## src/rtl/core/rte_pkg.sv

```systemverilog
package rte_pkg;

  // Corners emitted for each rectangle
  localparam int CORNER_COUNT = 6;
  localparam int SLOT_W = 3;

  // Depth of the queue between the front and back parts
  localparam int QUEUE_DEPTH = 2;
  localparam int QPTR_W = (QUEUE_DEPTH > 1) ? $clog2(QUEUE_DEPTH) : 1;
  localparam int QCNT_W = $clog2(QUEUE_DEPTH + 1);

  // Corner order within one rectangle
  typedef enum logic [SLOT_W-1:0] {
    SLOT_BR_A = 3'd0,
    SLOT_BL   = 3'd1,
    SLOT_TL_A = 3'd2,
    SLOT_TR   = 3'd3,
    SLOT_BR_B = 3'd4,
    SLOT_TL_B = 3'd5
  } slot_t;

  // One rectangle: second vertex, held vertex and the mirror flag
  typedef struct packed {
    logic signed [31:0] sx;
    logic signed [31:0] sy;
    logic signed [31:0] sz;
    logic signed [31:0] su;
    logic signed [31:0] sv;
    logic [31:0]        pc;
    logic [23:0]        sc;
    logic signed [31:0] hx;
    logic signed [31:0] hy;
    logic signed [31:0] hu;
    logic signed [31:0] hv;
    logic               mirror;
  } rect_t;

  // One emitted corner
  typedef struct packed {
    logic signed [31:0] x;
    logic signed [31:0] y;
    logic signed [31:0] z;
    logic signed [31:0] u;
    logic signed [31:0] v;
    logic [31:0]        pc;
    logic [23:0]        sc;
    slot_t              slot;
    logic               final_corner;
  } corner_t;

  // Handshake between the queue and the back part
  typedef struct packed {
    logic  valid;
    rect_t head;
  } queue_out_t;

endpackage

```

## src/rtl/core/rte_front.sv

```systemverilog
module rte_front (
  input  logic               clk,
  input  logic               rst,
  input  logic               push,
  output logic               full,
  input  logic signed [31:0] pos_x,
  input  logic signed [31:0] pos_y,
  input  logic signed [31:0] pos_z,
  input  logic signed [31:0] tex_u,
  input  logic signed [31:0] tex_v,
  input  logic [31:0]        primary_color,
  input  logic [23:0]        secondary_color,
  input  logic               last_of_draw,
  input  logic               q_full,
  output logic               q_push,
  output rte_pkg::rect_t     q_data
);

  logic               have_first;
  logic signed [31:0] first_x;
  logic signed [31:0] first_y;
  logic signed [31:0] first_u;
  logic signed [31:0] first_v;
  logic               accept;

  assign full   = q_full;
  assign accept = push && !q_full;
  assign q_push = accept && have_first;

  // Track pairing: a first vertex is held unless it ends the draw
  always_ff @(posedge clk) begin
    if (rst) begin
      have_first <= 1'b0;
    end else if (accept) begin
      have_first <= have_first ? 1'b0 : !last_of_draw;
    end
  end

  // Hold the first vertex of a pair
  always_ff @(posedge clk) begin
    if (accept && !have_first) begin
      first_x <= pos_x;
      first_y <= pos_y;
      first_u <= tex_u;
      first_v <= tex_v;
    end
  end

  // Classify the rectangle and build the queue record
  always_comb begin
    q_data.sx     = pos_x;
    q_data.sy     = pos_y;
    q_data.sz     = pos_z;
    q_data.su     = tex_u;
    q_data.sv     = tex_v;
    q_data.pc     = primary_color;
    q_data.sc     = secondary_color;
    q_data.hx     = first_x;
    q_data.hy     = first_y;
    q_data.hu     = first_u;
    q_data.hv     = first_v;
    q_data.mirror = ((pos_x > first_x) && (pos_y < first_y)) ||
                    ((pos_x < first_x) && (pos_y > first_y));
  end

endmodule

```

## src/rtl/core/rte_queue.sv

```systemverilog
module rte_queue (
  input  logic                  clk,
  input  logic                  rst,
  input  logic                  push,
  input  rte_pkg::rect_t        push_data,
  output logic                  full,
  input  logic                  pop,
  output rte_pkg::queue_out_t   q_out
);

  rte_pkg::rect_t                mem [rte_pkg::QUEUE_DEPTH];
  logic [rte_pkg::QPTR_W-1:0]    wr_ptr;
  logic [rte_pkg::QPTR_W-1:0]    rd_ptr;
  logic [rte_pkg::QCNT_W-1:0]    count;
  logic                          do_push;
  logic                          do_pop;

  assign full        = (count == rte_pkg::QCNT_W'(rte_pkg::QUEUE_DEPTH));
  assign q_out       = {(count != '0), mem[rd_ptr]};
  assign do_push     = push && !full;
  assign do_pop      = pop && q_out.valid;

  // Write the incoming record
  always_ff @(posedge clk) begin
    if (do_push) begin
      mem[wr_ptr] <= push_data;
    end
  end

  // Advance pointers and count
  always_ff @(posedge clk) begin
    if (rst) begin
      wr_ptr <= '0;
      rd_ptr <= '0;
      count  <= '0;
    end else begin
      if (do_push) begin
        wr_ptr <= (wr_ptr == rte_pkg::QPTR_W'(rte_pkg::QUEUE_DEPTH - 1)) ?
                  '0 : wr_ptr + 1'b1;
      end
      if (do_pop) begin
        rd_ptr <= (rd_ptr == rte_pkg::QPTR_W'(rte_pkg::QUEUE_DEPTH - 1)) ?
                  '0 : rd_ptr + 1'b1;
      end
      if (do_push && !do_pop) begin
        count <= count + 1'b1;
      end else if (do_pop && !do_push) begin
        count <= count - 1'b1;
      end
    end
  end

endmodule

```

## src/rtl/core/rte_back.sv

```systemverilog
module rte_back (
  input  logic                 clk,
  input  logic                 rst,
  input  rte_pkg::queue_out_t  q_out,
  output logic                 q_pop,
  input  logic                 pop,
  output logic                 empty,
  output logic signed [31:0]   out_x,
  output logic signed [31:0]   out_y,
  output logic signed [31:0]   out_z,
  output logic signed [31:0]   out_u,
  output logic signed [31:0]   out_v,
  output logic [31:0]          out_primary,
  output logic [23:0]          out_secondary,
  output logic [2:0]           corner_slot,
  output logic                 final_corner
);

  rte_pkg::slot_t   slot;
  rte_pkg::slot_t   slot_next;
  rte_pkg::corner_t corner;
  rte_pkg::corner_t corner_next;
  logic             out_valid;
  logic             load;

  assign load  = q_out.valid && (!out_valid || pop);
  assign q_pop = load && (slot == rte_pkg::SLOT_TL_B);
  assign empty = !out_valid;

  // Step through the six corners
  always_comb begin
    case (slot)
      rte_pkg::SLOT_BR_A: slot_next = rte_pkg::SLOT_BL;
      rte_pkg::SLOT_BL:   slot_next = rte_pkg::SLOT_TL_A;
      rte_pkg::SLOT_TL_A: slot_next = rte_pkg::SLOT_TR;
      rte_pkg::SLOT_TR:   slot_next = rte_pkg::SLOT_BR_B;
      rte_pkg::SLOT_BR_B: slot_next = rte_pkg::SLOT_TL_B;
      default:            slot_next = rte_pkg::SLOT_BR_A;
    endcase
  end

  // Select the corner values from the head record
  always_comb begin
    corner_next.z            = q_out.head.sz;
    corner_next.pc           = q_out.head.pc;
    corner_next.sc           = q_out.head.sc;
    corner_next.slot         = slot;
    corner_next.final_corner = (slot == rte_pkg::SLOT_TL_B);
    case (slot)
      rte_pkg::SLOT_BR_A, rte_pkg::SLOT_BR_B: begin
        corner_next.x = q_out.head.sx;
        corner_next.y = q_out.head.sy;
        corner_next.u = q_out.head.su;
        corner_next.v = q_out.head.sv;
      end
      rte_pkg::SLOT_BL: begin
        corner_next.x = q_out.head.sx;
        corner_next.y = q_out.head.hy;
        corner_next.u = q_out.head.mirror ? q_out.head.hu : q_out.head.su;
        corner_next.v = q_out.head.mirror ? q_out.head.sv : q_out.head.hv;
      end
      rte_pkg::SLOT_TR: begin
        corner_next.x = q_out.head.hx;
        corner_next.y = q_out.head.sy;
        corner_next.u = q_out.head.mirror ? q_out.head.su : q_out.head.hu;
        corner_next.v = q_out.head.mirror ? q_out.head.hv : q_out.head.sv;
      end
      default: begin
        corner_next.x = q_out.head.hx;
        corner_next.y = q_out.head.hy;
        corner_next.u = q_out.head.hu;
        corner_next.v = q_out.head.hv;
      end
    endcase
  end

  // Advance slot and output valid
  always_ff @(posedge clk) begin
    if (rst) begin
      slot      <= rte_pkg::SLOT_BR_A;
      out_valid <= 1'b0;
    end else begin
      if (load) begin
        slot <= slot_next;
      end
      if (load) begin
        out_valid <= 1'b1;
      end else if (pop) begin
        out_valid <= 1'b0;
      end
    end
  end

  // Hold the corner on the result ports
  always_ff @(posedge clk) begin
    if (load) begin
      corner <= corner_next;
    end
  end

  assign out_x         = corner.x;
  assign out_y         = corner.y;
  assign out_z         = corner.z;
  assign out_u         = corner.u;
  assign out_v         = corner.v;
  assign out_primary   = corner.pc;
  assign out_secondary = corner.sc;
  assign corner_slot   = corner.slot;
  assign final_corner  = corner.final_corner;

endmodule

```

## src/rtl/core/rectangle_to_triangle_expander_top.sv

```systemverilog
// Rectangle to triangle expander.
// Input channel: transformed vertices, two per rectangle, transferred when
// push is high and full is low. The first vertex of a pair is held; the
// second one produces six corners (BR, BL, TL, TR, BR, TL) forming two
// triangles. last_of_draw restarts pairing, so an unpaired final vertex
// gives no corners.
// Result channel: a corner is on the result ports while empty is low and is
// transferred when pop is high. corner_slot gives its place 0 to 5 and
// final_corner marks the sixth.
// The second vertex of a pair is written to the queue, and each corner is
// then registered on the result ports; the rest of a rectangle's corners
// follow one per cycle while pop is held high, set by the single output
// register.
// A two-entry rectangle queue parts the input side from the corner
// sequencer, so vertices keep flowing while the receiver stalls until the
// queue fills; full then rises.
// Reset (rst, synchronous) empties the queue, drops any held vertex and
// the pending corner.
module rectangle_to_triangle_expander_top (
  input  logic               clk,
  input  logic               rst,
  input  logic               push,
  output logic               full,
  input  logic signed [31:0] pos_x,
  input  logic signed [31:0] pos_y,
  input  logic signed [31:0] pos_z,
  input  logic signed [31:0] tex_u,
  input  logic signed [31:0] tex_v,
  input  logic [31:0]        primary_color,
  input  logic [23:0]        secondary_color,
  input  logic               last_of_draw,
  output logic               empty,
  input  logic               pop,
  output logic signed [31:0] out_x,
  output logic signed [31:0] out_y,
  output logic signed [31:0] out_z,
  output logic signed [31:0] out_u,
  output logic signed [31:0] out_v,
  output logic [31:0]        out_primary,
  output logic [23:0]        out_secondary,
  output logic [2:0]         corner_slot,
  output logic               final_corner
);

  logic                q_full;
  logic                q_push;
  rte_pkg::rect_t      q_data;
  logic                q_pop;
  rte_pkg::queue_out_t q_out;

  rte_front u_front (
    .clk             (clk),
    .rst             (rst),
    .push            (push),
    .full            (full),
    .pos_x           (pos_x),
    .pos_y           (pos_y),
    .pos_z           (pos_z),
    .tex_u           (tex_u),
    .tex_v           (tex_v),
    .primary_color   (primary_color),
    .secondary_color (secondary_color),
    .last_of_draw    (last_of_draw),
    .q_full          (q_full),
    .q_push          (q_push),
    .q_data          (q_data)
  );

  rte_queue u_queue (
    .clk       (clk),
    .rst       (rst),
    .push      (q_push),
    .push_data (q_data),
    .full      (q_full),
    .pop       (q_pop),
    .q_out     (q_out)
  );

  rte_back u_back (
    .clk           (clk),
    .rst           (rst),
    .q_out         (q_out),
    .q_pop         (q_pop),
    .pop           (pop),
    .empty         (empty),
    .out_x         (out_x),
    .out_y         (out_y),
    .out_z         (out_z),
    .out_u         (out_u),
    .out_v         (out_v),
    .out_primary   (out_primary),
    .out_secondary (out_secondary),
    .corner_slot   (corner_slot),
    .final_corner  (final_corner)
  );

endmodule

```

## config.mk

```make
export PLATFORM = sky130hd
export DESIGN_NAME = rectangle_to_triangle_expander_top
export DESIGN_NICKNAME = d
export VERILOG_FILES = /design/src/rtl/core/rte_pkg.sv /design/src/rtl/core/rte_front.sv /design/src/rtl/core/rte_queue.sv /design/src/rtl/core/rte_back.sv /design/src/rtl/core/rectangle_to_triangle_expander_top.sv
export SDC_FILE = /design/constraint.sdc
export NUM_CORES = 1
export LEC_CHECK = 0
export BUFFER_PORTS_ARGS = -buffer_cell sky130_fd_sc_hd__buf_2
export CORE_MARGIN = 4
export CORE_UTILIZATION = 40
export CTS_CLUSTER_SIZE = 24
export DETAILED_ROUTE_END_ITERATION = 6
export SYNTH_ARGS = -nofsm -noshare
export SYNTH_HDL_FRONTEND = slang
export SYNTH_SLANG_ARGS = --single-unit
```

## constraint.sdc

```tcl
create_clock -name clk -period 28.7 [get_ports clk]
set_input_delay 1.435 -clock clk [delete_from_list [all_inputs] [get_ports clk]]
set_output_delay 1.435 -clock clk [all_outputs]
set_load 0.05 [all_outputs]
```

== Word level (Yosys, flattened, before mapping) ==
Memories as Yosys holds them, arrays and structs flattened. A register that Yosys moved wholly into a read port is not among the register bits.
Index checks and enable logic that the tools add are counted.

* Bits in registers: 357
* Memory bits (writable): 690
* Input bits: 221
* Output and inout bits: 222
* Memories: 1

{| class="wikitable"
|+ Memories
! memory !! words !! width !! rd ports !! clocked after Yosys merged registers in !! write ports !! RTL line !! text
|-
| u_queue.mem || 2 || 345 || 1 || 1 || 1 || rte_queue.sv:11 || <nowiki>rte_pkg::rect_t mem [rte_pkg::QUEUE_DEPTH];</nowiki>
|}

* $add $sub $neg: 4
* Magnitude comparators: 4
* Eq/ne operators: 6
* Muxes and demuxes: 18
* Reduce and logical (&&, ||, !) cells: 24

{| class="wikitable"
|+ Operators with widths
! kind !! number
|-
| $pmux 64 s3 || 2
|-
| $mux 32 || 4
|-
| $gt 32x32->1 || 2
|-
| $lt 32x32->1 || 2
|-
| $pmux 3 s5 || 1
|-
| $logic_and 1x1->1 || 11
|-
| $mux 1 || 9
|-
| $eq 3x2->1 const B || 2
|-
| $eq 3x3->1 const B || 2
|-
| $logic_not 1->1 || 6
|-
| $reduce_bool 2->1 || 3
|-
| $mux 2 || 2
|-
| $eq 3x1->1 const B || 1
|-
| $logic_not 3->1 || 1
|-
| $add 1x1->1 const B || 2
|-
| $add 2x1->2 const B || 1
|-
| $eq 2x2->1 const B || 1
|-
| $logic_or 1x1->1 || 2
|-
| $reduce_or 2->1 || 1
|-
| $sub 2x1->2 const B || 1
|}

== Longest topological paths before layout ==
* Word-level depth: 9
* Depth in mapped cells: 9
* Gate-level depth less buffers: 9

== Cells and area by module ==
Synthesis repeated with hierarchy kept, for this count alone.

* Cells, all modules: 2,077
* Area total of the unflattened synthesis: 40,879.2 um2

{| class="wikitable"
|+ Modules (own cells, without submodules)
! module !! instances !! cells an instance !! area each (um2)
|-
| rte_queue || 1 || 1,098 || 25,238.0
|-
| rte_back || 1 || 400 || 8,469.4
|-
| rte_front || 1 || 579 || 7,171.9
|}

== Worst setup path before layout ==
Ideal clock, no wire load.

* Path type: input -> register
* Start: input push
* End: memory u_queue.mem[0][0] (netlist name), enable pin
* Library setup time: 1,061 ps
* Arrival time: 15,872 ps
* Data required time: 27,639 ps
* Slack: 11,768 ps
* Stages on the path: 2
* Buffers on the path: 0
* Cells stage by stage: nand3_1 -> nor2_1

* Cells in the longest elaborated chain, start to end: 5

{| class="wikitable"
|+ Ends and longest elaborated chain
! item !! RTL line !! text
|-
| start: declaration || rectangle_to_triangle_expander_top.sv:22 || <nowiki>input logic push,</nowiki>
|-
| $logic_and 1x1->1 || rte_front.sv:27 || <nowiki>assign accept = push && !q_full;</nowiki>
|-
| $logic_and 1x1->1 || rte_front.sv:28 || <nowiki>assign q_push = accept && have_first;</nowiki>
|-
| $logic_and 1x1->1 || rte_queue.sv:20 || <nowiki>assign do_push = push && !full;</nowiki>
|-
| $mux 1 || rte_queue.sv:25 || <nowiki>if (do_push) begin</nowiki>
|-
| $mux 1 (not written as such) || rte_queue.sv:26 || <nowiki>mem[wr_ptr] <= push_data;</nowiki>
|-
| end: declaration || rte_queue.sv:11 ||
|}

Every way passes these cells.

== Worst setup path in the final report ==
* Start: input push
* End: memory u_queue.mem[0][214] (netlist name), enable pin

Same word-level chain as after synthesis.

==> metrics.md <==
| Metric | Value |
|---|---|
| Status | `completed` |
| Die Wd | `316.3 µm` |
| Initial DRC count | `1386` |
| Min Hold Slack | `0.4425 ns` |
| Worst relative slew slack | `0.06001` |
| Flop pwr share | `0.528` |
| DR DRC count | `0` |
| # fillers | `7751` |
| Seq/Total Area, Yosys | `0.8250` |
| Period utilization | `0.1504` |
| Storage element area | `31370 µm²` |
| Crit-path slowest cell | `buf_4` |
| Final HPWL DP | `47880 µm` |
| Remaining Overflow, GRT | `0` |
| Worst Setup Path Type | `in -> reg` |
| Register-to-Register Setup Slack | `24.64 ns` |
| Drt wl/cell | `21.58 µm` |
| CTS buffer count | `106` |
| Die footprint | `100100 µm²` |
| Setup violations, final | `0` |
| First-pass GRT wire length | `117400 µm` |
| Worst Min Path Start | `u_front.first_v[28]` |
| Initial antenna violation count | `26` |
| Hold EP | `u_queue.mem[1][29]` |
| Distinct cells, synth | `47` |
| Worst Path Arrival | `4.60 ns` |
| Die Height | `316.3 µm` |
| VDD IR max | `0.04366 mV` |
| Worst-Margin Slew | `1.410 ns` |
| Flops & latches, synth | `1048` |
| Lkg Pwr | `15.50 nW` |
| Number of global-route vias before repair | `19120` |
| Sw power | `739.4 µW` |
| Setup TNS | `0 ns` |
| Post-synth EDFFs | `1038` |
| Syn Inst Count | `1799` |
| Final Hold Fails | `0` |
| Crit-path max cell delay | `0.91 ns` |
| Worst EP required | `28.98 ns` |
| H-tree depth | `3` |
| Root buffer cell | `clkbuf_16` |
| Reg2reg path depth | `5` |
| GR Util All Layers | `0.1561` |
| Worst hold stages | `0` |
| Initial Utilization | `0.4056` |
| Maxcap violations | `0` |
| Max Fanout on Critical Path | `76` |
| Post-Synthesis Net Count | `2085` |
| Postcts setup bufs | `0` |
| IO Count | `443` |
| Syn. warnings | `0` |
| Largest net degree at the start of global routing | `127` |
| Share of cells above drive strength 1 | `0.3255` |
| Top cells by count, synth | `1038 x edfxtp_1, 130 x mux2i_1, 84 x mux2_2` |
| RR Endpoint | `u_queue.mem[0][214]` |
| Int Pwr | `2.609 mW` |
| DR vias/cell | `4.953` |
| Row count | `112` |
| Reg-to-Reg Start | `u_queue.count[0]` |
| Combinational group share of total power | `0.067` |
| Average size of a mapped cell | `21.14 µm²` |
| Net Sw Frac | `0.2208` |
| Reg clk slew, reported paths | `0.05 ns` |
| Port Buf Inserts | `442` |
| Most numerous cell in the Yosys netlist | `edfxtp_1` |
| Min-delay worst type | `reg -> reg` |
| Post_cts resized | `0` |
| Crit. End Element | `flip-flop` |
| Area share of the largest cell type after synthesis | `0.8198` |
| Ys async rst share | `0` |
| RSZ-0062 raised after global routing | `no` |
| Clock skew | `0.02142 ns` |
| CTS tree | `done` |
| Pwr dens | `73.92 nW/µm²` |
| Clk pwr share | `0.406` |
| Worst skew pair latency | `0.68 ns` |
| Final slew viol count | `0` |
| Multi-input gate area | `6215 µm²` |
| Clock sinks | `1048` |
| CTS Buffer Depth | `3` |
| Via Count | `18140` |
| Worst setup SP type | `input port` |
| Fmax | `231.7 MHz` |
| Core area | `93750 µm²` |
| Post-route ant nets | `0` |
| Fin crit period | `4.316 ns` |
| Pre-antenna DRT Iters | `5` |
| Layout Nets | `2598` |
| CP cell instances | `buf_2, nand3_1, nor2_4, buf_4, buf_4` |
| Cell mode on critical path | `buf_4` |
| Top_reg_cell synth | `edfxtp_1` |
| Post-Route WL | `79040 µm` |
| Area Growth Syn to Fin | `19.15%` |
| Post-synth top area cell | `edfxtp_1` |
| CTS Hold Bufs | `0` |
| Post-Syn Area | `38020 µm²` |
| Ranking of synthesized cells by area | `edfxtp_1 82%, mux4_2 3.8%, mux2i_1 3.4%` |
| Routability cong. | `0.7805` |
power groups by stage:
stage	Clock, mW	Sequential (mW)	Combinational (mW)
floorplan	0	1.87	0.0808
global placement	0	1.80	0.226
detailed placement	0	1.80	0.228
CTS	1.40	1.77	0.229
global route	1.47	1.77	0.243
finish	1.36	1.77	0.224
sequential cells by signal, indices dropped and copies added (netlist names), named ones only:
| name | cells |
|---|---|
| u_back.corner_slot | 3 |
| u_back.final_corner | 1 |
| u_back.out_primary | 32 |
| u_back.out_secondary | 24 |
| u_back.out_u | 32 |
| u_back.out_v | 32 |
| u_back.out_valid | 1 |
| u_back.out_x | 32 |
| u_back.out_y | 32 |
| u_back.out_z | 32 |
| u_back.slot | 3 |
| u_front.first_u | 32 |
| u_front.first_v | 32 |
| u_front.first_x | 32 |
| u_front.first_y | 32 |
| u_front.have_first | 1 |
| u_queue.count | 2 |
| u_queue.mem | 690 |
| u_queue.rd_ptr | 1 |
| u_queue.wr_ptr | 1 |
layout make-up:
class / instances / area share
antenna: 15 / 0.0008285
clock buffer: 135 / 0.06208
clock inverter: 54 / 0.01389
inverter: 72 / 0.006131
multi-input combinational: 620 / 0.1372
sequential: 1048 / 0.6925
tap: 1254 / 0.03463
timing repair buffer: 464 / 0.05275
per-stage QoR:
step                cell area (µm²)  setup WS, ns  std cells  power (mW)    util
global placement              41830         23.67       3458       2.022  0.4461
global route                  45280         24.11       3651       3.484  0.4830
detailed placement            41830         23.59       3458       2.027  0.4461
CTS                           45270         24.33       3647       3.398  0.4829
floorplan                     38020         11.77       1799       1.950       -
finish                        45300         24.38       3662       3.349  0.4833
layer usage:
layer	global-route usage	vias to the layer above	wire length, µm
met5	0	-	125
met4	0.04620	18	1586
met3	0.04758	123	6196
met2	0.2524	519	37900
met1	0.2053	9226	33230
li1	-	8252	-
logic make-up (layout without fill, tap and decap cells):
group,Yosys count,in the layout,share of synthesized area
muxes,284,284,0.09879
AOI/OAI and AO/OA,132,132,0.01981
other,0,15,0
xor gates and xnor gates,5,5,0.001152
DFF,1048,1048,0.8250
and+or+nand+nor,134,134,0.01994
adders and majority gates,65,65,0.02139
buffers and inverters,131,725,0.01389
worst max-delay path, delay by kind of cell:
| kind | cells | cell delay [ns] |
|---|---|---|
| buf+inv | 3 | 1.93 |
| simple gates | 2 | 1.05 |
worst max path at each step:
stage,from,endpoint,slack [ns],depth (start not counted)
after CTS,push,u_queue.mem[0][8],24.33,5
after global placement,push,u_queue.mem[0][251],23.67,5
after detailed placement,push,u_queue.mem[0][183],23.59,5
after floorplan,push,u_queue.mem[0][0],11.77,2
final,push,u_queue.mem[0][214],24.38,5
after global routing,push,u_queue.mem[0][214],24.11,5
cell usage in the layout, fill, tap and decap left out, types with 15 or more instances in the layout:
cell type and count:
or3_1 66, mux2i_1 130, buf_4 21, nand2_1 15, mux4_2 64, clkbuf_1 25, clkbuf_16 107, a21oi_1 27
nor2_1 15, o21ai_1 67, ha_1 65, mux2_2 84, inv_1 71, edfxtp_1 1038, diode_2 15, buf_2 442
Power figures use the tool's default switching activity.
